File: src/rtl/core/kmpoc_pkg.sv
package kmpoc_pkg;

   localparam int MAX_PATTERN_DEF = 256;

   localparam int SYM_W      = 8;
   localparam int CMD_W      = 2;
   localparam int COUNT_W    = 2;
   localparam int REQ_DATA_W = 8;
   localparam int RSP_DATA_W = 8;
   // result fields take 4 bits, the rest of the byte is zero
   localparam int RSP_PAD_W  = RSP_DATA_W - 4;

   localparam logic [COUNT_W-1:0] COUNT_SAT = 2'd2;

   typedef enum logic [CMD_W-1:0] {
      CMD_CLEAR   = 2'd0,
      CMD_PATTERN = 2'd1,
      CMD_TEXT    = 2'd2
   } cmd_type;

   // broadcast to every cell of the chain
   typedef struct packed {
      logic             clear;
      logic             load;
      logic             step;
      logic [SYM_W-1:0] symbol;
   } cell_ctl_type;

endpackage

File: src/rtl/core/kmpoc_cell.sv
module kmpoc_cell (
   input  logic                   clock,
   input  logic                   reset,
   input  kmpoc_pkg::cell_ctl_type ctl,
   input  logic                   prev_valid,
   input  logic                   prev_match,
   input  logic                   next_valid,
   output logic                   valid,
   output logic                   match,
   output logic                   hit
);

   logic                        valid_ff, valid_in;
   logic                        match_ff, match_in;
   logic                        hit_ff, hit_in;
   logic [kmpoc_pkg::SYM_W-1:0] sym_ff, sym_in;

   always_comb begin
      valid_in = valid_ff;
      match_in = match_ff;
      hit_in   = hit_ff;
      sym_in   = sym_ff;
      if (ctl.clear) begin
         valid_in = 1'b0;
         match_in = 1'b0;
      end else if (ctl.load) begin
         // the first empty cell takes the pattern byte
         if (prev_valid && !valid_ff) begin
            valid_in = 1'b1;
            sym_in   = ctl.symbol;
         end
      end else if (ctl.step) begin
         // extend the neighbour's prefix by one byte; empty cells stay clear
         match_in = valid_ff & prev_match & (sym_ff == ctl.symbol);
         hit_in   = match_in & ~next_valid;
      end
   end

   always_ff @(posedge clock) begin
      if (reset) begin
         valid_ff <= 1'b0;
         match_ff <= 1'b0;
      end else begin
         valid_ff <= valid_in;
         match_ff <= match_in;
      end
      hit_ff <= hit_in;
      sym_ff <= sym_in;
   end

   assign valid = valid_ff;
   assign match = match_ff;
   assign hit   = hit_ff;

endmodule

File: src/rtl/core/kmp_occurrence_counter.sv
// channel  direction  tdata (low bit up)                               tuser
// req      in         symbol[7:0]                                      cmd[1:0]
// rsp      out        match_here, match_count[1:0], pattern_overflow,  -
//                     zero pad to 8 bits
//
// Every item is handled in two steps: when it is accepted, each cell of the chain
// compares its pattern byte and hands its match bit to the next cell; in the
// evaluation state the cell hit bits are reduced and the result register is loaded.
// Reset is synchronous; a clear command empties the chain when it is accepted.
// A stalled result holds in the output register; one further item may be
// accepted and waits in the chain until the register frees.
module kmp_occurrence_counter #(
   parameter int MAX_PATTERN = kmpoc_pkg::MAX_PATTERN_DEF
) (
   input  logic                             clock,
   input  logic                             reset,
   input  logic                             req_tvalid,
   output logic                             req_tready,
   input  logic [kmpoc_pkg::REQ_DATA_W-1:0] req_tdata,  // symbol[7:0]
   input  logic [kmpoc_pkg::CMD_W-1:0]      req_tuser,  // cmd[1:0]
   output logic                             rsp_tvalid,
   input  logic                             rsp_tready,
   // match_here, match_count[1:0], pattern_overflow, pad
   output logic [kmpoc_pkg::RSP_DATA_W-1:0] rsp_tdata
);

   typedef enum logic [1:0] {
      ST_IDLE = 2'b01,
      ST_EVAL = 2'b10
   } state_type;

   state_type                             state_ff, state_in;
   kmpoc_pkg::cmd_type                    cmd_ff, cmd_in;
   logic                                  ovf_ff, ovf_in;
   logic [kmpoc_pkg::COUNT_W-1:0]         count_ff, count_in, count_next;
   logic                                  rsp_valid_ff, rsp_valid_in;
   logic [kmpoc_pkg::RSP_DATA_W-1:0]      rsp_data_ff, rsp_data_in;

   kmpoc_pkg::cell_ctl_type               ctl;
   kmpoc_pkg::cmd_type                    req_cmd;
   logic                                  req_accept;
   logic                                  rsp_free;
   logic                                  eval_done;
   logic                                  hit;
   logic                                  text_hit;
   logic [MAX_PATTERN-1:0]                cell_valid;
   logic [MAX_PATTERN-1:0]                cell_match;
   logic [MAX_PATTERN-1:0]                cell_hit;

   for (genvar i = 0; i < MAX_PATTERN; i++) begin : g_cell
      logic prev_valid, prev_match, next_valid;
      if (i == 0) begin : g_head
         assign prev_valid = 1'b1;
         assign prev_match = 1'b1;
      end else begin : g_body
         assign prev_valid = cell_valid[i-1];
         assign prev_match = cell_match[i-1];
      end
      if (i == MAX_PATTERN - 1) begin : g_tail
         assign next_valid = 1'b0;
      end else begin : g_inner
         assign next_valid = cell_valid[i+1];
      end
      kmpoc_cell u_cell (
         .clock      (clock),
         .reset      (reset),
         .ctl        (ctl),
         .prev_valid (prev_valid),
         .prev_match (prev_match),
         .next_valid (next_valid),
         .valid      (cell_valid[i]),
         .match      (cell_match[i]),
         .hit        (cell_hit[i])
      );
   end

   always_comb begin
      req_tready = (state_ff == ST_IDLE);
      req_accept = req_tvalid & req_tready;
      req_cmd    = kmpoc_pkg::cmd_type'(req_tuser);

      ctl        = '0;
      ctl.symbol = req_tdata[kmpoc_pkg::SYM_W-1:0];
      if (req_accept) begin
         case (req_cmd)
            kmpoc_pkg::CMD_CLEAR: begin
               ctl.clear = 1'b1;
            end
            kmpoc_pkg::CMD_PATTERN: begin
               ctl.load = 1'b1;
            end
            kmpoc_pkg::CMD_TEXT: begin
               ctl.step = 1'b1;
            end
            default: begin
            end
         endcase
      end

      rsp_free  = ~rsp_valid_ff | rsp_tready;
      eval_done = (state_ff == ST_EVAL) & rsp_free;

      // an empty pattern matches at every text byte
      hit      = ~cell_valid[0] | (|cell_hit);
      text_hit = (cmd_ff == kmpoc_pkg::CMD_TEXT) & hit;

      count_next = count_ff;
      if (text_hit && count_ff < kmpoc_pkg::COUNT_SAT) begin
         count_next = count_ff + 2'd1;
      end

      cmd_in   = req_accept ? req_cmd : cmd_ff;
      ovf_in   = ovf_ff;
      count_in = count_ff;
      if (req_accept && req_cmd == kmpoc_pkg::CMD_CLEAR) begin
         ovf_in   = 1'b0;
         count_in = '0;
      end else if (req_accept && req_cmd == kmpoc_pkg::CMD_PATTERN
                   && cell_valid[MAX_PATTERN-1]) begin
         ovf_in = 1'b1;
      end else if (eval_done) begin
         count_in = count_next;
      end

      state_in = state_ff;
      case (state_ff)
         ST_IDLE: begin
            if (req_accept) begin
               state_in = ST_EVAL;
            end
         end
         ST_EVAL: begin
            if (rsp_free) begin
               state_in = ST_IDLE;
            end
         end
         default: begin
            state_in = ST_IDLE;
         end
      endcase

      rsp_valid_in = rsp_valid_ff & ~rsp_tready;
      rsp_data_in  = rsp_data_ff;
      if (eval_done) begin
         rsp_valid_in = 1'b1;
         rsp_data_in  = {{kmpoc_pkg::RSP_PAD_W{1'b0}}, ovf_ff, count_next, text_hit};
      end
   end

   always_ff @(posedge clock) begin
      if (reset) begin
         state_ff     <= ST_IDLE;
         ovf_ff       <= 1'b0;
         count_ff     <= '0;
         rsp_valid_ff <= 1'b0;
      end else begin
         state_ff     <= state_in;
         ovf_ff       <= ovf_in;
         count_ff     <= count_in;
         rsp_valid_ff <= rsp_valid_in;
      end
      cmd_ff      <= cmd_in;
      rsp_data_ff <= rsp_data_in;
   end

   assign rsp_tvalid = rsp_valid_ff;
   assign rsp_tdata  = rsp_data_ff;

`ifndef ASSERT_OFF
   // cells fill from the head: no loaded cell after an empty one
   a_fill_order: assert property (@(posedge clock) disable iff (reset)
      ((cell_valid >> 1) & ~cell_valid) == '0)
      else $error("pattern cells not filled in order");

   // a match bit never sits in an empty cell
   a_match_in_pattern: assert property (@(posedge clock) disable iff (reset)
      (cell_match & ~cell_valid) == '0)
      else $error("match bit outside the pattern");

   a_count_range: assert property (@(posedge clock) disable iff (reset)
      count_ff <= kmpoc_pkg::COUNT_SAT)
      else $error("occurrence count beyond saturation");

   a_accept_to_eval: assert property (@(posedge clock) disable iff (reset)
      req_accept |=> state_ff == ST_EVAL)
      else $error("accepted transaction not evaluated");

   a_eval_to_rsp: assert property (@(posedge clock) disable iff (reset)
      eval_done |=> rsp_valid_ff && state_ff == ST_IDLE)
      else $error("evaluated transaction produced no result");
`endif

endmodule
File: config.mk
export PLATFORM = sky130hd
export DESIGN_NAME = kmp_occurrence_counter
export DESIGN_NICKNAME = d
export VERILOG_FILES = /design/src/rtl/core/kmpoc_pkg.sv /design/src/rtl/core/kmpoc_cell.sv /design/src/rtl/core/kmp_occurrence_counter.sv
export SDC_FILE = /design/constraint.sdc
export NUM_CORES = 2
export LEC_CHECK = 0
export BUFFER_PORTS_ARGS = -buffer_cell sky130_fd_sc_hd__clkbuf_2
export CAP_MARGIN = 20
export CORE_MARGIN = 2
export CORE_UTILIZATION = 40
export CTS_CLUSTER_SIZE = 14
export DETAILED_ROUTE_END_ITERATION = 7
export PLACE_DENSITY_LB_ADDON = 0.3
export SLEW_MARGIN = 10
export SYNTH_ARGS = -nofsm -noshare
export SYNTH_HDL_FRONTEND = slang
export SYNTH_SLANG_ARGS = --single-unit
File: constraint.sdc
create_clock -name clock -period 9.43 [get_ports clock]
set_input_delay 1.886 -clock clock [delete_from_list [all_inputs] [get_ports clock]]
set_output_delay 1.886 -clock clock [all_outputs]
set_load 0.02 [all_outputs]
* Word-level counts from Yosys, hierarchy flattened
Cells that the tools add are included.
** Word-level totals
- Register bits after elaboration :: 2827
- Bits of input ports :: 14
- Output and inout bits :: 10
- Logic and storage cells :: 3369
** Cells by class
- Add/sub/neg operators :: 1
- $lt $le $gt $ge :: 1
- Equal/unequal tests :: 263
- Multiplexer cells :: 9
- Bitwise operators :: 1033
- Reduce and logical (&&, ||, !) cells :: 1033
** Operators with widths (count)
- equality test 8 bit :: 256
- AND reduction 3 bit :: 257
- AND 1 bit :: 770
- AND reduction 2 bit :: 258
- inverter 1 bit :: 261
- logical AND 1 bit :: 259
- OR reduction 256 bit :: 1
- zero test 1 bit :: 255
- equality test 2 bit, second input constant :: 3
- two-way mux 2 bit :: 3
- equality test 2 x 1 -> 1 bit, second input constant :: 2
- two-way mux 1 bit :: 4
- one-hot mux 2 bit (2 select lines) :: 1
- OR reduction 2 bit :: 2
- two-way mux 3 bit :: 1
- adder 2 x 1 -> 2 bit, second input constant :: 1
- zero test 2 bit :: 1
- less-than comparator 2 bit, second input constant :: 1
- != test 2 x 1 -> 1 bit, second input constant :: 1
- != test 2 bit, second input constant :: 1
- bitwise OR 1 bit :: 2

* Longest topological paths before layout
- Depth in word-level cells :: 6
- Mapped depth :: 10
- Gate-level depth less buffers :: 7

* Cells and area by module
From an unflattened synthesis, not the netlist that was laid out.
** Second synthesis, totals
- Cell total of the unflattened synthesis :: 8582
- Area, all modules :: 117027.2 µm²
** By module, submodules not included
- kmpoc_cell :: times used 256, cells an instance 33, area each 452.9 µm², seq. area each 310.3 µm²
- kmp_occurrence_counter :: times used 1, cells an instance 134, area each 1076.0 µm², seq. area each 300.3 µm²

* Least setup slack after synthesis
No wires, ideal clock.
- Path kind :: in2reg
- From :: input port req_tvalid
- To :: register g_cell[0].u_cell.hit_ff, enable pin
- Arrival time :: 7.652 ns
- Data required time :: 8.825 ns
- Slack :: 1.173 ns
- Cell stages on the path :: 6
- Path through :: nand2_1 inv_1 nand3_1 clkbuf_1 clkbuf_1 inv_1
** Between the ends
- Word-level cells in the longest chain between the ends :: 4
- Elaborated cells between the ends (all ways) :: 5
- Those cells by class :: mux: 1; bitwise: 3; reduce/logical: 1
** RTL lines
- start, declared :: line kmp_occurrence_counter.sv:17 : input logic req_tvalid,
- AND 1 bit * :: line kmp_occurrence_counter.sv:79 : req_accept = req_tvalid & req_tready;
- via req_accept :: line kmp_occurrence_counter.sv:41 : logic req_accept;
- two-way mux 3 bit * :: line kmp_occurrence_counter.sv:84 : if (req_accept) begin
- inverter 1 bit (no line)
- AND reduction 3 bit (no line) *
- end signal, assigned :: line kmpoc_cell.sv:47 : hit_ff <= hit_in;
- end, declared :: line kmpoc_cell.sv:15 : logic hit_ff, hit_in;
Mark *: on every way through the listed nets, which the timed path passes. The rest lies on a longest branch.
A chain may end at the register's enable or synchronous reset.

* Worst setup path in the final report
- From :: input port req_tvalid
- To :: register g_cell[64].u_cell.match_ff
** Between the ends
- Word-level cells in the longest chain between the ends :: 4
- Elaborated cells between the ends (all ways) :: 5
- Those cells by class :: mux: 1; bitwise: 2; reduce/logical: 2
** RTL lines
- AND 1 bit * :: line kmp_occurrence_counter.sv:79
- via req_accept :: line kmp_occurrence_counter.sv:41
- two-way mux 3 bit * :: line kmp_occurrence_counter.sv:84
- inverter 1 bit (no line)
- AND reduction 2 bit (no line)
- end signal, assigned :: line kmpoc_cell.sv:45 : match_ff <= match_in;
- end, declared :: line kmpoc_cell.sv:14 : logic match_ff, match_in;
Marks and branches as above.

==> impl_metrics.env <==
export IMPL_fmax_ghz=0.226
export IMPL_grt_pass1_wl_um=353000
export IMPL_syn_to_final_growth_pct=12.2
export IMPL_cts_resized_gates=0
export IMPL_wl_um=222000
export IMPL_cts_num_sinks=2827
export IMPL_root_buffer="clkbuf_16"
export IMPL_cp_top_family="buffers and inverters"
export IMPL_synth_seq_area_share_pct=70.3
export IMPL_instances_no_fill=12200
export IMPL_placed_area_um2=117000
export IMPL_yosysTopAreaCell="edfxtp_1"
export IMPL_rsz0062_at_grt="false"
export IMPL_max_stage_delay_ns=0.96
export IMPL_min_period_ns=4.42
export IMPL_yosysUniqueCellTypes=33
export IMPL_ys_top_cells_by_count="2310 x edfxtp_1, 1282 x nor2_1, 1276 x xnor2_1, 767 x xor2_1, 523 x nand4_1"
export IMPL_rows=195
export IMPL_start_util_pct=40.2
export IMPL_cts_max_level=5
export IMPL_clk_latency_ns=0.86
export IMPL_power_leakage_nw=41.1
export IMPL_tns_ns=0
export IMPL_critPathMaxFanout=94
export IMPL_vias=61300
export IMPL_setup_violations=0
export IMPL_path_class="input pin to register"
export IMPL_power_density_nw_per_um2=205
export IMPL_grt_pass1_vias=62400
export IMPL_cts_buffers_inserted=301
export IMPL_dp_hpwl_um=120000
export IMPL_clock_path_buffers=4
export IMPL_die_x_um=537
export IMPL_worst_pin_slew_ns=1.11
export IMPL_drv_slew=0
export IMPL_holdPathStages=0
export IMPL_io_pins=24
export IMPL_synth_top_area_share_pct=61.1
export IMPL_die_h_um=537
export IMPL_layout_drive_gt1_share_pct=6.61
export IMPL_arrival_ns=5.09
export IMPL_register_area_um2=79700
export IMPL_fin_nets=8241
export IMPL_slew_headroom_pct=25.9
export IMPL_placedCellCount=11700
export IMPL_cp_end_kind="register"
export IMPL_overflow=0
export IMPL_cts_setup_buffers=0
export IMPL_rr_worst_depth=9
export IMPL_dieArea_um2=288000
export IMPL_drt_iter0_markers=3969
export IMPL_path_cells="clkbuf_2, nand2_1, inv_1, nand3_4, buf_4, buf_4, nor2_1, a21oi_1, nor2_1"
export IMPL_ys_seq_elements=2827
export IMPL_layout_setup_ws_ns=5.01
export IMPL_grt_max_degree=178
export IMPL_viasPerCell=5.02
export IMPL_wl_per_cell_um=18.2
export IMPL_ant_nets=0
export IMPL_cap_violations=0
export IMPL_hold_viol=0
export IMPL_antenna_found_initial=4
export IMPL_run_status="completed"
export IMPL_core_area_um2=282000
export IMPL_yosysWarnings=0
export IMPL_grt_use_total_pct=15.3
export IMPL_dr_pass1_iters=5
export IMPL_critPathSlowestCell="buf_4"
export IMPL_worstSetupStartpointType="input pin"
export IMPL_fin_area_um2=127000
export IMPL_fin_util_pct=45.1
export IMPL_ir_worst_vdd_mv=0.145
export IMPL_skew_ns=0.0674
export IMPL_cp_required_ns=10.11
export IMPL_path_buf_inv=4
export IMPL_io_buffers=19
export IMPL_crit_cells=9
export IMPL_cts_tree="yes"
export IMPL_multi_input_area_um2=31800
export IMPL_synthMostInstantiatedCell="edfxtp_1"
export IMPL_place_congestion=0.737
export IMPL_syn_avg_cell_area_um2=13.8
export IMPL_drc=0
export IMPL_n_fill_cell=24800
export IMPL_hp_class="register to register"
export IMPL_synth_edff_count=2310
export IMPL_cts_hold_buf=0
export IMPL_path_clk_slew_ns=0.06
export IMPL_yosys_most_used_dff="edfxtp_1"
export IMPL_async_flop_share_pct=0
export IMPL_synth_area_leaders="edfxtp_1 61%, xnor2_1 9.9%, dfxtp_1 9.1%, xor2_1 5.9%, nor2_1 4.2%"
export IMPL_syn_inst=8221
export IMPL_syn_area_um2=113000
export IMPL_dpl_worst_slack_ns=4.20
export IMPL_finalCritPeriodShare_pct=46.9
metrics by stage:
| step | power [W] | hold WS (ns) |
|---|---|---|
| 2_1_floorplan | 0.0144 | 0.409 |
| 3_3_place_gp | 0.0147 | 0.417 |
| 3_5_place_dp | 0.0148 | 0.421 |
| 4_1_cts | 0.0265 | 0.436 |
| 5_1_grt | 0.0270 | 0.458 |
| 6_report | 0.0261 | 0.440 |
registers in the layout (all words and copies together) (netlist names):
name and count:
rsp_tvalid 1, g_cell.u_cell.hit 256, g_cell.u_cell.valid 256, g_cell.u_cell.match 255
count_ff 2, g_cell.u_cell.sym_ff 2048, rsp_tdata 4, ovf_ff 1
cmd_ff 2, state_ff 2
final timing paths:
| kind | startpoint | to | slack [ns] |
|---|---|---|---|
| hold / removal | ovf_ff | rsp_tdata[3] | 0.44 |
| setup / recovery | req_tvalid | g_cell[64].u_cell.match | 5.01 |
| hold reg to reg | ovf_ff | rsp_tdata[3] | 0.44 |
| setup reg to reg | state_ff[0] | g_cell[64].u_cell.match | 5.68 |
metal layers:
metal / wire (um) / share of wire [%] / track usage [%] / vias to the layer above
li1: - / - / - / 29300
met1: 102000 / 46 / 20.7 / 30700
met2: 107000 / 48 / 25.7 / 954
met3: 7550 / 3.4 / 1.78 / 349
met4: 5400 / 2.4 / 4.35 / 0
met5: 0 / 0 / 0 / -
cell usage in the layout, fill, tap and decap left out, drive strengths merged:
cell type | Yosys | final
nand2 | 262 | 262
nor4 | 319 | 319
inv | 12 | 20
conb | 1 | 4
a21o | 1 | 1
nand4 | 523 | 523
nand2b | 3 | 3
dfxtp | 517 | 517
o21ai | 1 | 1
buf | 306 | 94
o22ai | 2 | 2
and2 | 1 | 1
xor2 | 767 | 767
nor4b | 1 | 1
clkbuf | 99 | 440
a21oi | 513 | 513
bufinv | 0 | 20
nor2b | 3 | 3
a222oi | 2 | 2
nor2 | 1282 | 1282
nor3 | 6 | 6
edfxtp | 2310 | 2310
xnor2 | 1276 | 1276
nand3 | 5 | 5
o31ai | 3 | 3
or4 | 3 | 3
diode | 0 | 3
clkinvlp | 0 | 6
clkinv | 0 | 86
o211ai | 3 | 3
layout make-up:
cell class              instances  area share (%)
flip-flops and latches       2827            62.6
multi-input cells            4980            25.0
clock buffers                 429            6.78
well taps                    3743            3.68
repair buffers                105           0.943
clock inverters               120           0.936
inverters                      12          0.0413
diodes                          3         0.00590
worst register-to-register path, cell delays in order (launching register included):
cell and delay [ns]:
dfxtp_1 0.30, nor2b_1 0.13, nand2_1 0.32, inv_1 0.20, nand3_4 0.29, buf_4 0.81, buf_4 1.10, nor2_1 0.17
a21oi_1 0.19, nor2_1 0.07
where the power goes:
group	leakage (nW)	internal, W	switching [W]	total [W]
clock	4.83	0.00694	0.00472	0.0117
sequential	25.5	0.0135	0.00000519	0.0135
combinational	10.8	0.000300	0.000693	0.000993
total	41.1	0.0207	0.00542	0.0261
cells by family after synthesis:
kind of cell	count (synthesis)	synth area share (%)
DFF	2827	70.3
buffers and inverters	417	1.72
other	1	0.00331
and+or+nand+nor	2408	9.88
AOI/OAI and AO/OA	525	2.35
xor gates and xnor gates	2043	15.8
No activity file was read; power rests on OpenSTA's default activity.
